[config.mk]
export PLATFORM = sky130hd
export DESIGN_NAME = top_k_smallest_selector
export DESIGN_NICKNAME = d
export VERILOG_FILES = /design/src/hdl/tks_pkg.sv /design/src/hdl/top_k_smallest_selector.sv /design/src/hdl/tks_cell.sv
export SDC_FILE = /design/constraint.sdc
export NUM_CORES = 1
export LEC_CHECK = 0
export ABC_AREA = 1
export ABC_CLOCK_PERIOD_IN_PS = 5900
export BUFFER_PORTS_ARGS = -buffer_cell sky130_fd_sc_hd__buf_2
export CORE_MARGIN = 5
export CORE_UTILIZATION = 35
export CTS_CLUSTER_SIZE = 40
export DETAILED_ROUTE_END_ITERATION = 8
export PLACE_DENSITY = 0.46
export SLEW_MARGIN = 10
export SYNTH_ARGS = -nofsm -noshare
export SYNTH_HDL_FRONTEND = slang
export SYNTH_HIERARCHICAL = 1
export SYNTH_SLANG_ARGS = --single-unit
[constraint.sdc]
create_clock -name clk -period 5.9 [get_ports clk]
set_input_delay 0.59 -clock clk [delete_from_list [all_inputs] [get_ports clk]]
set_output_delay 0.59 -clock clk [all_outputs]
set_load 0.01 [all_outputs]
[src/hdl/tks_pkg.sv]
// Shared types and field widths for the top-k smallest selector.
package tks_pkg;

    localparam int TIME_W = 32;
    localparam int POS_W  = 5;
    localparam int RANK_W = 3;
    localparam int CNT_W  = 4;

    typedef struct packed {
        logic [TIME_W-1:0] lap_time;
        logic              time_valid;
        logic              last_in_round;
    } item_t;

    typedef struct packed {
        logic [RANK_W-1:0] rank;
        logic [POS_W-1:0]  position;
        logic [TIME_W-1:0] best_time;
        logic              slot_filled;
        logic              last_result;
    } result_t;

    // contents of one slot of the sorted chain
    typedef struct packed {
        logic              used;
        logic [POS_W-1:0]  index;
        logic [TIME_W-1:0] value;
    } slot_t;

    // chain-wide control from the sequencer
    typedef struct packed {
        logic insert;
        logic shift;
        logic clear;
    } chain_ctrl_t;

endpackage

[src/hdl/top_k_smallest_selector.sv]
// Top level: keeps the smallest values of a round and reports them in rank order.
// Collecting: one item per cycle; each accepted item with time_valid set is inserted into the cell chain
//   in the cycle it is accepted (one compare per cell, all cells in parallel).
// Round end: the last item switches to draining; results are registered, one result
//   per cycle, k = clamp(top_count) in all, while the sink keeps up; a stalled result
//   holds the chain, and items are not taken until the last result is loaded.
// Reset: all slots empty, arrival count zero, top_count = 3.
module top_k_smallest_selector
    import tks_pkg::*;
#(
    parameter int MAX_TOP   = 8,
    parameter int MAX_ITEMS = 32
)
(
    input  logic             clk,
    input  logic             rst_n,
    input  logic             item_valid,
    output logic             item_ready,
    input  item_t            item,
    output logic             result_valid,
    input  logic             result_ready,
    output result_t          result,
    input  logic             cfg_we,
    input  logic [CNT_W-1:0] cfg_data
);

    localparam int RW = (MAX_TOP > 1) ? $clog2(MAX_TOP) : 1;
    localparam int CW = $clog2(MAX_ITEMS);

    typedef enum logic {ST_COLLECT, ST_DRAIN} state_t;

    state_t           state_reg;
    logic [CNT_W-1:0] top_count_reg;
    logic [CW-1:0]    arrival_reg;
    logic [RW-1:0]    rank_reg;
    logic [RW-1:0]    k_last_reg;
    logic             result_valid_reg;
    result_t          result_reg;

    chain_ctrl_t      ctrl;
    logic             accept;
    logic             load;
    logic             load_last;
    logic [RW-1:0]    k_last_next;
    logic [CNT_W:0]   tc_ext;

    logic  [MAX_TOP-1:0] take_vec;
    slot_t [MAX_TOP-1:0] slot_vec;
    logic  [MAX_TOP-1:0] used_vec;

    assign item_ready = (state_reg == ST_COLLECT);
    assign accept     = item_valid && item_ready;
    assign load       = (state_reg == ST_DRAIN) && (!result_valid_reg || result_ready);
    assign load_last  = load && (rank_reg == k_last_reg);

    assign ctrl.insert = accept && item.time_valid;
    assign ctrl.shift  = load && !load_last;
    assign ctrl.clear  = load_last;

    // clamp top_count to 1..MAX_TOP, held as the last rank
    assign tc_ext = {1'b0, top_count_reg};
    always_comb
    begin
        if (top_count_reg == '0)
        begin
            k_last_next = '0;
        end
        else if (tc_ext > (CNT_W+1)'(MAX_TOP))
        begin
            k_last_next = RW'(MAX_TOP - 1);
        end
        else
        begin
            k_last_next = RW'(tc_ext - (CNT_W+1)'(1));
        end
    end

    genvar gi;
    generate
        for (gi = 0; gi < MAX_TOP; gi++)
        begin : g_cell
            logic  prev_take;
            slot_t prev_slot;
            slot_t next_slot;

            if (gi == 0)
            begin : g_head
                assign prev_take = 1'b0;
                assign prev_slot = '0;
            end
            else
            begin : g_mid
                assign prev_take = take_vec[gi-1];
                assign prev_slot = slot_vec[gi-1];
            end

            if (gi == MAX_TOP - 1)
            begin : g_tail
                assign next_slot = '0;
            end
            else
            begin : g_body
                assign next_slot = slot_vec[gi+1];
            end

            tks_cell u_cell (
                .clk       (clk),
                .rst_n     (rst_n),
                .ctrl      (ctrl),
                .new_value (item.lap_time),
                .new_index (POS_W'(arrival_reg)),
                .prev_take (prev_take),
                .prev_slot (prev_slot),
                .next_slot (next_slot),
                .take      (take_vec[gi]),
                .slot      (slot_vec[gi])
            );

            assign used_vec[gi] = slot_vec[gi].used;
        end
    endgenerate

    always_ff @(posedge clk or negedge rst_n)
    begin
        if (!rst_n)
        begin
            state_reg        <= ST_COLLECT;
            top_count_reg    <= CNT_W'(3);
            arrival_reg      <= '0;
            rank_reg         <= '0;
            k_last_reg       <= '0;
            result_valid_reg <= 1'b0;
            result_reg       <= '0;
        end
        else
        begin
            if (cfg_we)
            begin
                top_count_reg <= cfg_data;
            end

            if (load)
            begin
                result_valid_reg <= 1'b1;
            end
            else if (result_valid_reg && result_ready)
            begin
                result_valid_reg <= 1'b0;
            end

            case (state_reg)
                ST_COLLECT:
                begin
                    if (accept)
                    begin
                        if (item.last_in_round)
                        begin
                            arrival_reg <= '0;
                            rank_reg    <= '0;
                            k_last_reg  <= k_last_next;
                            state_reg   <= ST_DRAIN;
                        end
                        else if (arrival_reg == CW'(MAX_ITEMS - 1))
                        begin
                            arrival_reg <= '0;
                        end
                        else
                        begin
                            arrival_reg <= arrival_reg + CW'(1);
                        end
                    end
                end
                ST_DRAIN:
                begin
                    if (load)
                    begin
                        // head cell always holds the next rank; the chain shifts up
                        result_reg.rank        <= RANK_W'(rank_reg);
                        result_reg.slot_filled <= slot_vec[0].used;
                        result_reg.position    <= slot_vec[0].used ? slot_vec[0].index : '0;
                        result_reg.best_time   <= slot_vec[0].used ? slot_vec[0].value : '0;
                        result_reg.last_result <= load_last;
                        if (load_last)
                        begin
                            state_reg <= ST_COLLECT;
                        end
                        else
                        begin
                            rank_reg <= rank_reg + RW'(1);
                        end
                    end
                end
                default:
                begin
                    state_reg <= ST_COLLECT;
                end
            endcase
        end
    end

    assign result_valid = result_valid_reg;
    assign result       = result_reg;

    // chain invariants: used slots form a prefix and are sorted ascending
    generate
        for (gi = 0; gi + 1 < MAX_TOP; gi++)
        begin : g_chk
            a_prefix: assert property (@(posedge clk) disable iff (!rst_n)
                !used_vec[gi] |-> !used_vec[gi+1])
                else $error("used slot after an empty slot");
            a_sorted: assert property (@(posedge clk) disable iff (!rst_n)
                used_vec[gi+1] |-> (slot_vec[gi].value <= slot_vec[gi+1].value))
                else $error("chain out of order");
        end
    endgenerate

    a_clear: assert property (@(posedge clk) disable iff (!rst_n)
        ctrl.clear |=> (used_vec == '0))
        else $error("chain not empty after round end");

endmodule

[src/hdl/tks_cell.sv]
// One slot of the sorted insertion chain.
module tks_cell
    import tks_pkg::*;
(
    input  logic              clk,
    input  logic              rst_n,
    input  chain_ctrl_t       ctrl,
    input  logic [TIME_W-1:0] new_value,
    input  logic [POS_W-1:0]  new_index,
    input  logic              prev_take,
    input  slot_t             prev_slot,
    input  slot_t             next_slot,
    output logic              take,
    output slot_t             slot
);

    logic              used_reg, used_next;
    logic [POS_W-1:0]  index_reg, index_next;
    logic [TIME_W-1:0] value_reg, value_next;

    // list is sorted with used slots first, so take is monotone down the chain
    assign take = !used_reg || (new_value < value_reg);

    always_comb
    begin
        used_next  = used_reg;
        index_next = index_reg;
        value_next = value_reg;
        if (ctrl.clear)
        begin
            used_next = 1'b0;
        end
        else if (ctrl.insert)
        begin
            if (prev_take)
            begin
                used_next  = prev_slot.used;
                index_next = prev_slot.index;
                value_next = prev_slot.value;
            end
            else if (take)
            begin
                used_next  = 1'b1;
                index_next = new_index;
                value_next = new_value;
            end
        end
        else if (ctrl.shift)
        begin
            used_next  = next_slot.used;
            index_next = next_slot.index;
            value_next = next_slot.value;
        end
    end

    always_ff @(posedge clk or negedge rst_n)
    begin
        if (!rst_n)
        begin
            used_reg <= 1'b0;
        end
        else
        begin
            used_reg <= used_next;
        end
    end

    always_ff @(posedge clk)
    begin
        index_reg <= index_next;
        value_reg <= value_next;
    end

    assign slot.used  = used_reg;
    assign slot.index = index_reg;
    assign slot.value = value_reg;

endmodule

==> reports/results.md, run 1 <==
- Die H: 275.8 um
- RePlAce Congestion: 0.8455
- arrival time at the worst endpoint: 3.72 ns
- netlist area before placement: 0.02473 mm^2
- first-pass detailed-route iteration total: 5
- worst slew margin relative to its limit: 0.3418
- number of H-tree branching levels: 2
- Max Slew Vio Count: 0
- Nets: 3519
- data required time of the worst path: 6.17 ns
- Final HPWL DP: 57030 um
- number of vias per cell after detailed routing: 5.226
- multi-input combinational cell area: 0.01251 mm^2
- startpoint type of the worst setup path: flop
- Pwr Density: 551.5 mW/mm^2
- routed wirelength normalized by instance count: 20.96 um
- Die Footprint: 0.07608 mm^2
- setup violators final: 0
- maximum buffer depth of the clock tree: 3
- ratio of cells with drive above 1 in the final layout: 0.08195
- setup repair after global routing missed its margin: false
- Clock Latency Late Sink: 0.59 ns
- antenna violations before repair: 2
- total power draw: 15.37 mW
- vias in the first global route: 21850
- leakage component of the power: 12.90 nW
- global-route wire length before repair: 134200 um
- Warnings, synthesis: 6
- post-route antenna net violation count: 0
- average size of a mapped cell: 7.919 um^2
- number of instances in the synthesized netlist: 3123
- maximum fanout along the worst path: 19
- final worst slack: 2.443 ns
- number of placed I/O pins: 87
- overall via count from detail_route: 21950
- number of hold violations in the final report: 0
- type of destination of the critical path: flop
- maximum number of pins on one net before global-route repair: 150
- biggest cell delay along the critical path: 0.79 ns
- CP Cell Sequence: inv_1, ha_1, a21oi_1, o21ai_0, a21oi_1, nand2_1, nand2_1, nand2_2, nand2_1, inv_1, nand3_2, nand2_2, a21oi_4, buf_12
- IO buf count: 86
- Area Growth Syn to Fin: 12.64%
- maximum clock rate: 0.2893 GHz
- flip-flop count of the largest register, all copies and words added: 256
- Max-Cap Viols: 0
- time the final worst path needs with I/O delays and setup: 3.457 ns
- worst slack at placement: 2.001 ns
- Least-Margin Pin Slew: 0.9850 ns
- TritonCTS clock tree: done
- die span in x: 275.8 um
- DRC marker count from the first detailed-route iteration: 1869
- hold buffer count at cts: 0
- fill cell instance count of the final layout: 7198
- startpoint-to-endpoint class of the critical path: flop to flop
- master of the slowest instance on the critical path: a21oi_4
- Post-CTS Setup Bufs: 0
- sink count of the clock tree: 363
- root buffer cell: clkbuf_16
- core occupancy in the finished layout: 0.3978
- total overflow reported by the global router: 0
- path category of the worst min-delay check: input port to asynchronous set/reset pin
- ratio of final minimum period to clock period: 0.5859
- setup skew after layout: 0.02465 ns
- Final Routed Wirelength: 88010 um
- core box area: 0.07003 mm^2
- CP most frequent cell: nand2_1
- run status: finished clean
- worst vdd rail ir drop: 259.8 uV
- number of remaining DRC errors: 0
- GR Util All Layers: 0.2291
- clock-pin slew on the worst setup and hold paths: 0.07 ns
- initial cell density of the core: 0.3532
- CTS resizes: 0
- clock buffer count from CTS: 47
- Sequential Area: 0.01057 mm^2
- number of core rows: 97
- total negative setup slack: 0 ns
## critical path: cells and delay by family (launching register included)
| kind | cells | cell delay, ns |
|---|---|---|
| flops | 1 | 0.46 |
| compound gates | 4 | 1.35 |
| fa+ha+maj | 1 | 0.24 |
| simple gates | 6 | 0.60 |
| buf+inv | 3 | 0.42 |
## layer usage
metal	global-route usage	part of all wire
met1	0.3352	0.48
met2	0.3573	0.44
met3	0.03329	0.063
met4	0.05835	0.023
met5	0	0
## stage by stage
| step | hold WS [ns] | area [um^2] | cells |
|---|---|---|---|
| floorplan | 0.2944 | 25020 | 3200 |
| global placement | 0.4639 | 26360 | 4115 |
| detailed placement | 0.4676 | 26360 | 4115 |
| CTS | 0.1677 | 27860 | 4198 |
| global route | 0.2080 | 27860 | 4198 |
| finish | 0.1350 | 27860 | 4199 |
## cell type report
| cell class | count | share of cell area |
|---|---|---|
| inverter | 350 | 0.04716 |
| clock buffer | 68 | 0.05102 |
| antenna | 1 | 0.00008982 |
| timing repair buffer | 125 | 0.02829 |
| tap | 940 | 0.04222 |
| multi-input combinational | 2337 | 0.4492 |
| sequential | 363 | 0.3793 |
| clock inverter | 15 | 0.002695 |
## layout by cell type (no fill, tap or decap), types with 3 or more instances in the layout
cell type,n
ha_1,252
clkbuf_8,6
clkinv_1,13
nor4_2,8
nor3_1,9
nor3_2,9
o21ai_0,616
inv_1,338
buf_12,5
a21oi_4,8
nand4_1,16
buf_4,35
nor2_2,10
edfxtp_1,296
o21ai_1,67
dfrtp_1,65
buf_2,85
clkinv_2,7
inv_2,4
nand2_2,18
nand2_1,676
a21oi_1,129
conb_1,78
clkbuf_1,10
nand3_1,45
clkbuf_16,52
nand3_2,9
nor2_4,3
nor2_1,377
## worst paths after layout
kind,from,endpoint,slack (ns),depth (start not counted)
worst max register to register,g_cell[3].u_cell/value_reg[11]$_DFFE_PP_,g_cell[4].u_cell/value_reg[16]$_DFFE_PP_,2.44,14
min in group clk,cfg_data[2],top_count_reg[2]$_DFFE_PN0P_,0.22,3
worst min-delay path,rst_n,top_count_reg[3]$_DFFE_PN0P_,0.13,1
worst max-delay path,g_cell[3].u_cell/value_reg[11]$_DFFE_PP_,g_cell[4].u_cell/value_reg[16]$_DFFE_PP_,2.44,14
max in group asynchronous,rst_n,g_cell[1].u_cell/used_reg$_DFFE_PN0P_,5.14,1
worst min register to register,result[4]$_DFFE_PN0P_,result[4]$_DFFE_PN0P_,0.48,2
## power by group
| group | switching [mW] | internal (mW) |
|---|---|---|
| Combinational | 4.52 | 2.15 |
| Clock | 1.17 | 1.66 |
| Sequential | 1.14 | 4.73 |
| Total | 6.83 | 8.53 |
Note: power is estimated with default switching activity, not from simulation.
==> run 2: changes to the inputs <==
--- a/config.mk
+++ b/config.mk
@@ -5,8 +5,8 @@
 export SDC_FILE = /design/constraint.sdc
 export NUM_CORES = 1
 export LEC_CHECK = 0
-export ABC_AREA = 1
-export ABC_CLOCK_PERIOD_IN_PS = 5900
+export ABC_AREA = 0
+export ABC_CLOCK_PERIOD_IN_PS = 3400
 export BUFFER_PORTS_ARGS = -buffer_cell sky130_fd_sc_hd__buf_2
 export CORE_MARGIN = 5
 export CORE_UTILIZATION = 35
==> constraint.sdc (replaced) <==
create_clock -name clk -period 3.4 [get_ports clk]
set_input_delay 0.34 -clock clk [delete_from_list [all_inputs] [get_ports clk]]
set_output_delay 0.34 -clock clk [all_outputs]
set_load 0.01 [all_outputs]
==> reports/results.md, run 2 <==
- run status: finished clean
- clock-pin slew on the worst setup and hold paths: 0.06 ns, about the same
- Pwr Density: 1007 mW/mm^2, +83%
- average size of a mapped cell: 9.668 um^2, +22%
- RePlAce Congestion: 0.7958, -5.9%
- number of vias per cell after detailed routing: 4.987, -4.6%
- ratio of final minimum period to clock period: 0.9297, +0.3438
- setup repair after global routing missed its margin: false
- TritonCTS clock tree: done
- Final Routed Wirelength: 64730 um, -26%
- routed wirelength normalized by instance count: 17.76 um, -15%
- total negative setup slack: 0 ns, unchanged
- arrival time at the worst endpoint: 3.45 ns, -0.27 ns
- type of destination of the critical path: flop
- maximum number of pins on one net before global-route repair: 130, -13%
- non-filler instance count after layout: 3644, -13%
- IO buf count: 86, unchanged
- Sequential Area: 0.01057 mm^2, unchanged
- Least-Margin Pin Slew: 0.9219 ns, -0.06315 ns
- data required time of the worst path: 3.69 ns, -2.48 ns
- Clock Latency Late Sink: 0.58 ns, about the same
- clock buffer count from CTS: 46, -2.1%
- Max Slew Vio Count: 0, unchanged
- initial cell density of the core: 0.3523, -0.0009265
- path category of the worst min-delay check: input port to flop
- Register-to-Register Path Depth: 13, -1
- ratio of cells with drive above 1 in the final layout: 0.1033, +0.02137
- final worst slack: 0.2391 ns, -2.204 ns
- startpoint of the worst hold path: cfg_we
- total overflow reported by the global router: 0, unchanged
- Warnings, synthesis: 6, unchanged
- maximum clock rate: 0.3164 GHz, +9.4%
- antenna violations before repair: 3, +1
- source of the worst register-to-register timing path: g_cell[5].u_cell/value_reg[2]$_DFFE_PP_
- post-route antenna net violation count: 0, unchanged
- worst slew margin relative to its limit: 0.3854, +0.04356
- flip-flop count of the largest register, all copies and words added: 256, unchanged
- Die Footprint: 0.07438 mm^2, -2.2%
- endpoint of the lowest-slack register-to-register path: g_cell[6].u_cell/value_reg[5]$_DFFE_PP_
- leakage component of the power: 13.79 nW, +6.9%
- number of remaining DRC errors: 0, unchanged
- sink count of the clock tree: 363, unchanged
- worst vdd rail ir drop: 437.1 uV, +68%
- overall via count from detail_route: 18170, -17%
- core box area: 0.06859 mm^2, -2.1%
- Final HPWL DP: 49200 um, -14%
- time the final worst path needs with I/O delays and setup: 3.161 ns, -0.2961 ns
- Nets: 2971, -16%
- fill cell instance count of the final layout: 6824, -5.2%
- number of placed I/O pins: 87, unchanged
- number of core rows: 96, -1.0%
- DRC marker count from the first detailed-route iteration: 1151, -38%
- netlist area before placement: 0.02416 mm^2, -2.3%
- commonest non-fill, non-tap cell in the layout: a21oi_1
- startpoint type of the worst setup path: flop
- worst slack at placement: -0.4141 ns, -2.415 ns
- endpoint of the worst hold path: top_count_reg[3]$_DFFE_PN0P_
- Area Growth Syn to Fin: 16.72%
- most used cells in the layout excluding fill and tap cells: a21oi_1, nor2_1, mux2i_1, edfxtp_1, inv_1
- maximum buffer depth of the clock tree: 3, unchanged
- die span in x: 272.7 um, -1.1%
- root buffer cell: clkbuf_16
- Die H: 272.7 um, -1.1%
- maximum fanout along the worst path: 16, -3
- core occupancy in the finished layout: 0.4111, +0.01331
- setup violators final: 0, unchanged
- FF-to-FF setup slack: 0.24 ns, -2.20 ns
- count of placed standard cells including taps: 3550, -14%
- startpoint-to-endpoint class of the critical path: flop to flop
- number of H-tree branching levels: 2, unchanged
- vias in the first global route: 18650, -15%
- number of instances in the synthesized netlist: 2499, -20%
- number of hold violations in the final report: 0, unchanged
- Worst Hold Depth: 2
- Max-Cap Viols: 0, unchanged
- GR Util All Layers: 0.1730, -0.05611
- multi-input combinational cell area: 0.01253 mm^2, +0.15%
- first-pass detailed-route iteration total: 5, unchanged
- setup skew after layout: 0.01935 ns, -0.005301 ns
- global-route wire length before repair: 104400 um, -22%
run 2: timing repair:
item | CTS | global route
resized for setup | 3 | 0
hold buffers | 9 | 0
endpoints found under the setup margin | 210 | 0
buffers inserted | 0 | 0
hold endpoints to repair | 70 | 0
run 2: worst max-delay path by stage:
stage | from | endpoint | slack [ns] | cells after the start
2_1_floorplan | g_cell[0].u_cell/value_reg[2]$_DFFE_PP_ | g_cell[1].u_cell/index_reg[0]$_DFFE_PP_ | -0.50 | 10
3_3_place_gp | item[3] | g_cell[2].u_cell/index_reg[1]$_DFFE_PP_ | -0.37 | 12
3_5_place_dp | item[3] | g_cell[2].u_cell/index_reg[0]$_DFFE_PP_ | -0.41 | 12
4_1_cts | g_cell[1].u_cell/value_reg[2]$_DFFE_PP_ | g_cell[2].u_cell/index_reg[0]$_DFFE_PP_ | 0.15 | 12
5_1_grt | g_cell[5].u_cell/value_reg[2]$_DFFE_PP_ | g_cell[6].u_cell/value_reg[8]$_DFFE_PP_ | 0.03 | 13
6_report | g_cell[5].u_cell/value_reg[2]$_DFFE_PP_ | g_cell[6].u_cell/value_reg[5]$_DFFE_PP_ | 0.24 | 13
run 2: per-stage QoR:
stage	power, mW	instance area (um^2)	hold slack [ns]
floorplan	18.62	24460	0.04441
global placement	23.09	26530	0.4561
detailed placement	23.51	26530	0.4604
CTS	28.80	28190	0.02096
global route	30.89	28190	0.06811
finish	28.40	28200	0.06103
run 2: where the power goes:
group / internal, mW / switching (mW)
Combinational: 5.42 / 7.44
Sequential: 8.36 / 2.09
Clock: 3.13 / 1.96
run 2: cell type report:
type                            instances  share of cell area
Sequential cell                       363              0.3748
Clock inverter                         19            0.008652
Tap cell                              931             0.04131
Multi-Input combinational cell       1835              0.4445
Antenna cell                            3           0.0002662
Inverter                              254             0.03381
Clock buffer                           63             0.04641
Timing Repair Buffer                  176             0.05032
run 2: worst max-delay path: stages (launching register included):
cell and delay, ns:
edfxtp_1 0.39, inv_1 0.06, ha_1 0.28, a211o_1 0.12, a31oi_1 0.04, o311a_1 0.39, o41ai_2 0.54, buf_4 0.19
a211o_1 0.17, nand2_2 0.09, buf_4 0.17, buf_12 0.15, mux2i_1 0.19, a21oi_1 0.09
run 2: routing by layer:
layer / vias up / global-route usage / routed length (um)
li1: 9246 / - / -
met1: 8543 / 0.2547 / 32670
met2: 286 / 0.2677 / 27980
met3: 94 / 0.02520 / 2597
met4: 4 / 0.04470 / 1459
met5: - / 0 / 25
==> run 3: changes to the inputs <==
--- a/config.mk
+++ b/config.mk
@@ -8,10 +8,12 @@
 export ABC_AREA = 0
 export ABC_CLOCK_PERIOD_IN_PS = 3400
 export BUFFER_PORTS_ARGS = -buffer_cell sky130_fd_sc_hd__buf_2
-export CORE_MARGIN = 5
+export CORE_MARGIN = 3
 export CORE_UTILIZATION = 35
+export CTS_BUF_LIST = sky130_fd_sc_hd__clkbuf_8
 export CTS_CLUSTER_SIZE = 40
 export DETAILED_ROUTE_END_ITERATION = 8
+export GPL_ROUTABILITY_DRIVEN = 0
 export PLACE_DENSITY = 0.46
 export SLEW_MARGIN = 10
 export SYNTH_ARGS = -nofsm -noshare
==> reports/results.md, run 3 (synthesis results as in run 2) <==
- Clock Latency Late Sink: 0.63 ns, +0.05 ns
- core box area: 0.06775 mm^2, -1.2%
- flip-flop count of the largest register, all copies and words added: 256, unchanged
- Die H: 268.7 um, -1.5%
- Nets: 3015, +1.5%
- Final HPWL DP: 49590 um, +0.79%
- maximum number of pins on one net before global-route repair: 129, -0.77%
- Die Footprint: 0.07222 mm^2, -2.9%
- biggest cell delay along the critical path: 0.53 ns, about the same
- number of remaining DRC errors: 0, unchanged
- worst vdd rail ir drop: 558.1 uV, +28%
- setup skew after layout: 0.02326 ns, +0.003915 ns
- maximum buffer depth of the clock tree: 3, unchanged
- final worst slack: 0.2523 ns, +0.01322 ns
- first-pass detailed-route iteration total: 5, unchanged
- maximum fanout along the worst path: 5, -11
- die span in x: 268.7 um, -1.5%
- arrival time at the worst endpoint: 3.53 ns, +0.08 ns
- setup violators final: 0, unchanged
- ratio of cells with drive above 1 in the final layout: 0.1114, +0.008111
- startpoint-to-endpoint class of the critical path: flop to flop
- global-route wire length before repair: 105900 um, +1.5%
- data required time of the worst path: 3.79 ns, +0.10 ns
- number of core rows: 95, -1.0%
- root buffer cell: clkbuf_8
- Final Routed Wirelength: 66410 um, +2.6%
- most used cells in the layout excluding fill and tap cells: a21oi_1, nor2_1, mux2i_1, edfxtp_1, inv_1
- Sequential Area: 0.01057 mm^2, unchanged
- clock buffer count from CTS: 73, +59%
- total overflow reported by the global router: 0, unchanged
- TritonCTS clock tree: done
- number of vias per cell after detailed routing: 5.096, +2.2%
- type of destination of the critical path: flop
- Post-CTS Setup Bufs: 0, unchanged
- number of hold violations in the final report: 0, unchanged
- maximum clock rate: 0.3177 GHz, +0.42%
- GR Util All Layers: 0.1853, +0.01236
- run status: finished clean
- Area Growth Syn to Fin: 15.96%
- ratio of final minimum period to clock period: 0.9258, -0.003889
- total negative setup slack: 0 ns, unchanged
- Max Slew Vio Count: 0, unchanged
- CP most frequent cell: buf_4
- multi-input combinational cell area: 0.01252 mm^2, -0.12%
- master of the slowest instance on the critical path: or4_1
- overall via count from detail_route: 18590, +2.3%
- IO buf count: 86, unchanged
- fill cell instance count of the final layout: 6692, -1.9%
- FF-to-FF setup slack: 0.25 ns, about the same
- time the final worst path needs with I/O delays and setup: 3.148 ns, -0.01322 ns
- Design Area, Final: 0.02801 mm^2, -0.65%
- path category of the worst min-delay check: input port to flop
- Max-Cap Viols: 0, unchanged
- post-route antenna net violation count: 0, unchanged
- placed inst area: 0.02658 mm^2, +0.19%
- CP Cell Sequence: inv_1, ha_1, nand4_1, buf_4, or4_1, o21ai_0, a211o_1, nand2_2, nor2b_1, a311oi_4, buf_4
- startpoint type of the worst setup path: flop
- worst slew margin relative to its limit: 0.3727, -0.01271
- commonest non-fill, non-tap cell in the layout: a21oi_1
- antenna violations before repair: 1, -2
- vias in the first global route: 19080, +2.3%
- leakage component of the power: 13.87 nW, +0.58%
- count of placed standard cells including taps: 3505, -1.3%
- clock-pin slew on the worst setup and hold paths: 0.06 ns, about the same
- DRC marker count from the first detailed-route iteration: 1104, -4.1%
- non-filler instance count after layout: 3648, +0.11%
- Least-Margin Pin Slew: 0.9410 ns, +0.01907 ns
- initial cell density of the core: 0.3566, +0.004332
- number of placed I/O pins: 87, unchanged
- Pwr Density: 987.3 mW/mm^2, -2.0%
- sink count of the clock tree: 363, unchanged
- routed wirelength normalized by instance count: 18.21 um, +2.5%
- worst slack at placement: -0.3682 ns, +0.04592 ns
- number of H-tree branching levels: 3, +1
- setup repair after global routing missed its margin: false
==> run 3: changes by cell type in the layout (fill, tap and decap cells not counted), sizes merged, moves of 2 or more <==
cell	change
dlygate4sd3	+4
bufinv	-6
clkbuf	+17
clkinvlp	+2
buf	+13
clkinv	+5
inv	+28
==> run 3: through the flow <==
step,hold WS [ns],total power [mW],utilization
floorplan,0.04441,18.62,-
global placement,0.4540,23.29,0.3922
detailed placement,0.4648,23.71,0.3922
CTS,0.03008,28.00,0.4134
global route,0.06989,30.16,0.4135
finish,0.09056,27.66,0.4135
==> run 3: worst max-delay path: cells and delay by family, from the launching register on <==
kind	cells	cell delay, ns
AO/OA/AOI/OAI	3	0.74
adder cells (fa/ha/maj)	1	0.32
buffers and inverters	3	0.47
flip-flops	1	0.40
AND/OR/NAND/NOR	4	0.97
==> run 3: final timing paths <==
| check | end | start | cells past startpoint |
|---|---|---|---|
| max | g_cell[3].u_cell/index_reg[1]$_DFFE_PP_ | g_cell[2].u_cell/value_reg[30]$_DFFE_PP_ | 11 |
| min reg2reg | result[5]$_DFFE_PN0P_ | result[5]$_DFFE_PN0P_ | 2 |
| min | result_valid$_DFFE_PN0P_ | result_ready | 3 |
| max in group asynchronous | result[13]$_DFFE_PN0P_ | rst_n | 2 |
| min in group asynchronous | top_count_reg[2]$_DFFE_PN0P_ | rst_n | 2 |
| max reg2reg | g_cell[3].u_cell/index_reg[1]$_DFFE_PP_ | g_cell[2].u_cell/value_reg[30]$_DFFE_PP_ | 11 |
==> run 3: what timing repair did <==
item,CTS,global route
hold buffers,13,0
setup endpoints to repair,69,0
endpoints found under the hold margin,70,0
gates resized for setup,1,0
==> run 3: report_power, final <==
part	switching, mW	total, mW	internal (mW)
logic	7.58	13.1	5.52
clock network	1.96	4.10	2.14
registers	2.10	10.5	8.37
==> run 3: final cells by class <==
type                       instances  share of cell area
sequential                       363              0.3772
clock inverter                    48            0.006967
timing repair buffer             193             0.05645
tap                              873             0.03899
inverter                         254             0.03403
clock buffer                      80             0.03930
antenna                            2           0.0001787
multi-input combinational       1835              0.4469
==> run 3: routing by layer <==
metal | GRT usage | up-vias | share of wire
met4 | 0.06245 | 0 | 0.026
met3 | 0.02619 | 109 | 0.043
met5 | 0 | - | 0
met2 | 0.2813 | 387 | 0.43
li1 | - | 9314 | -
met1 | 0.2710 | 8779 | 0.50
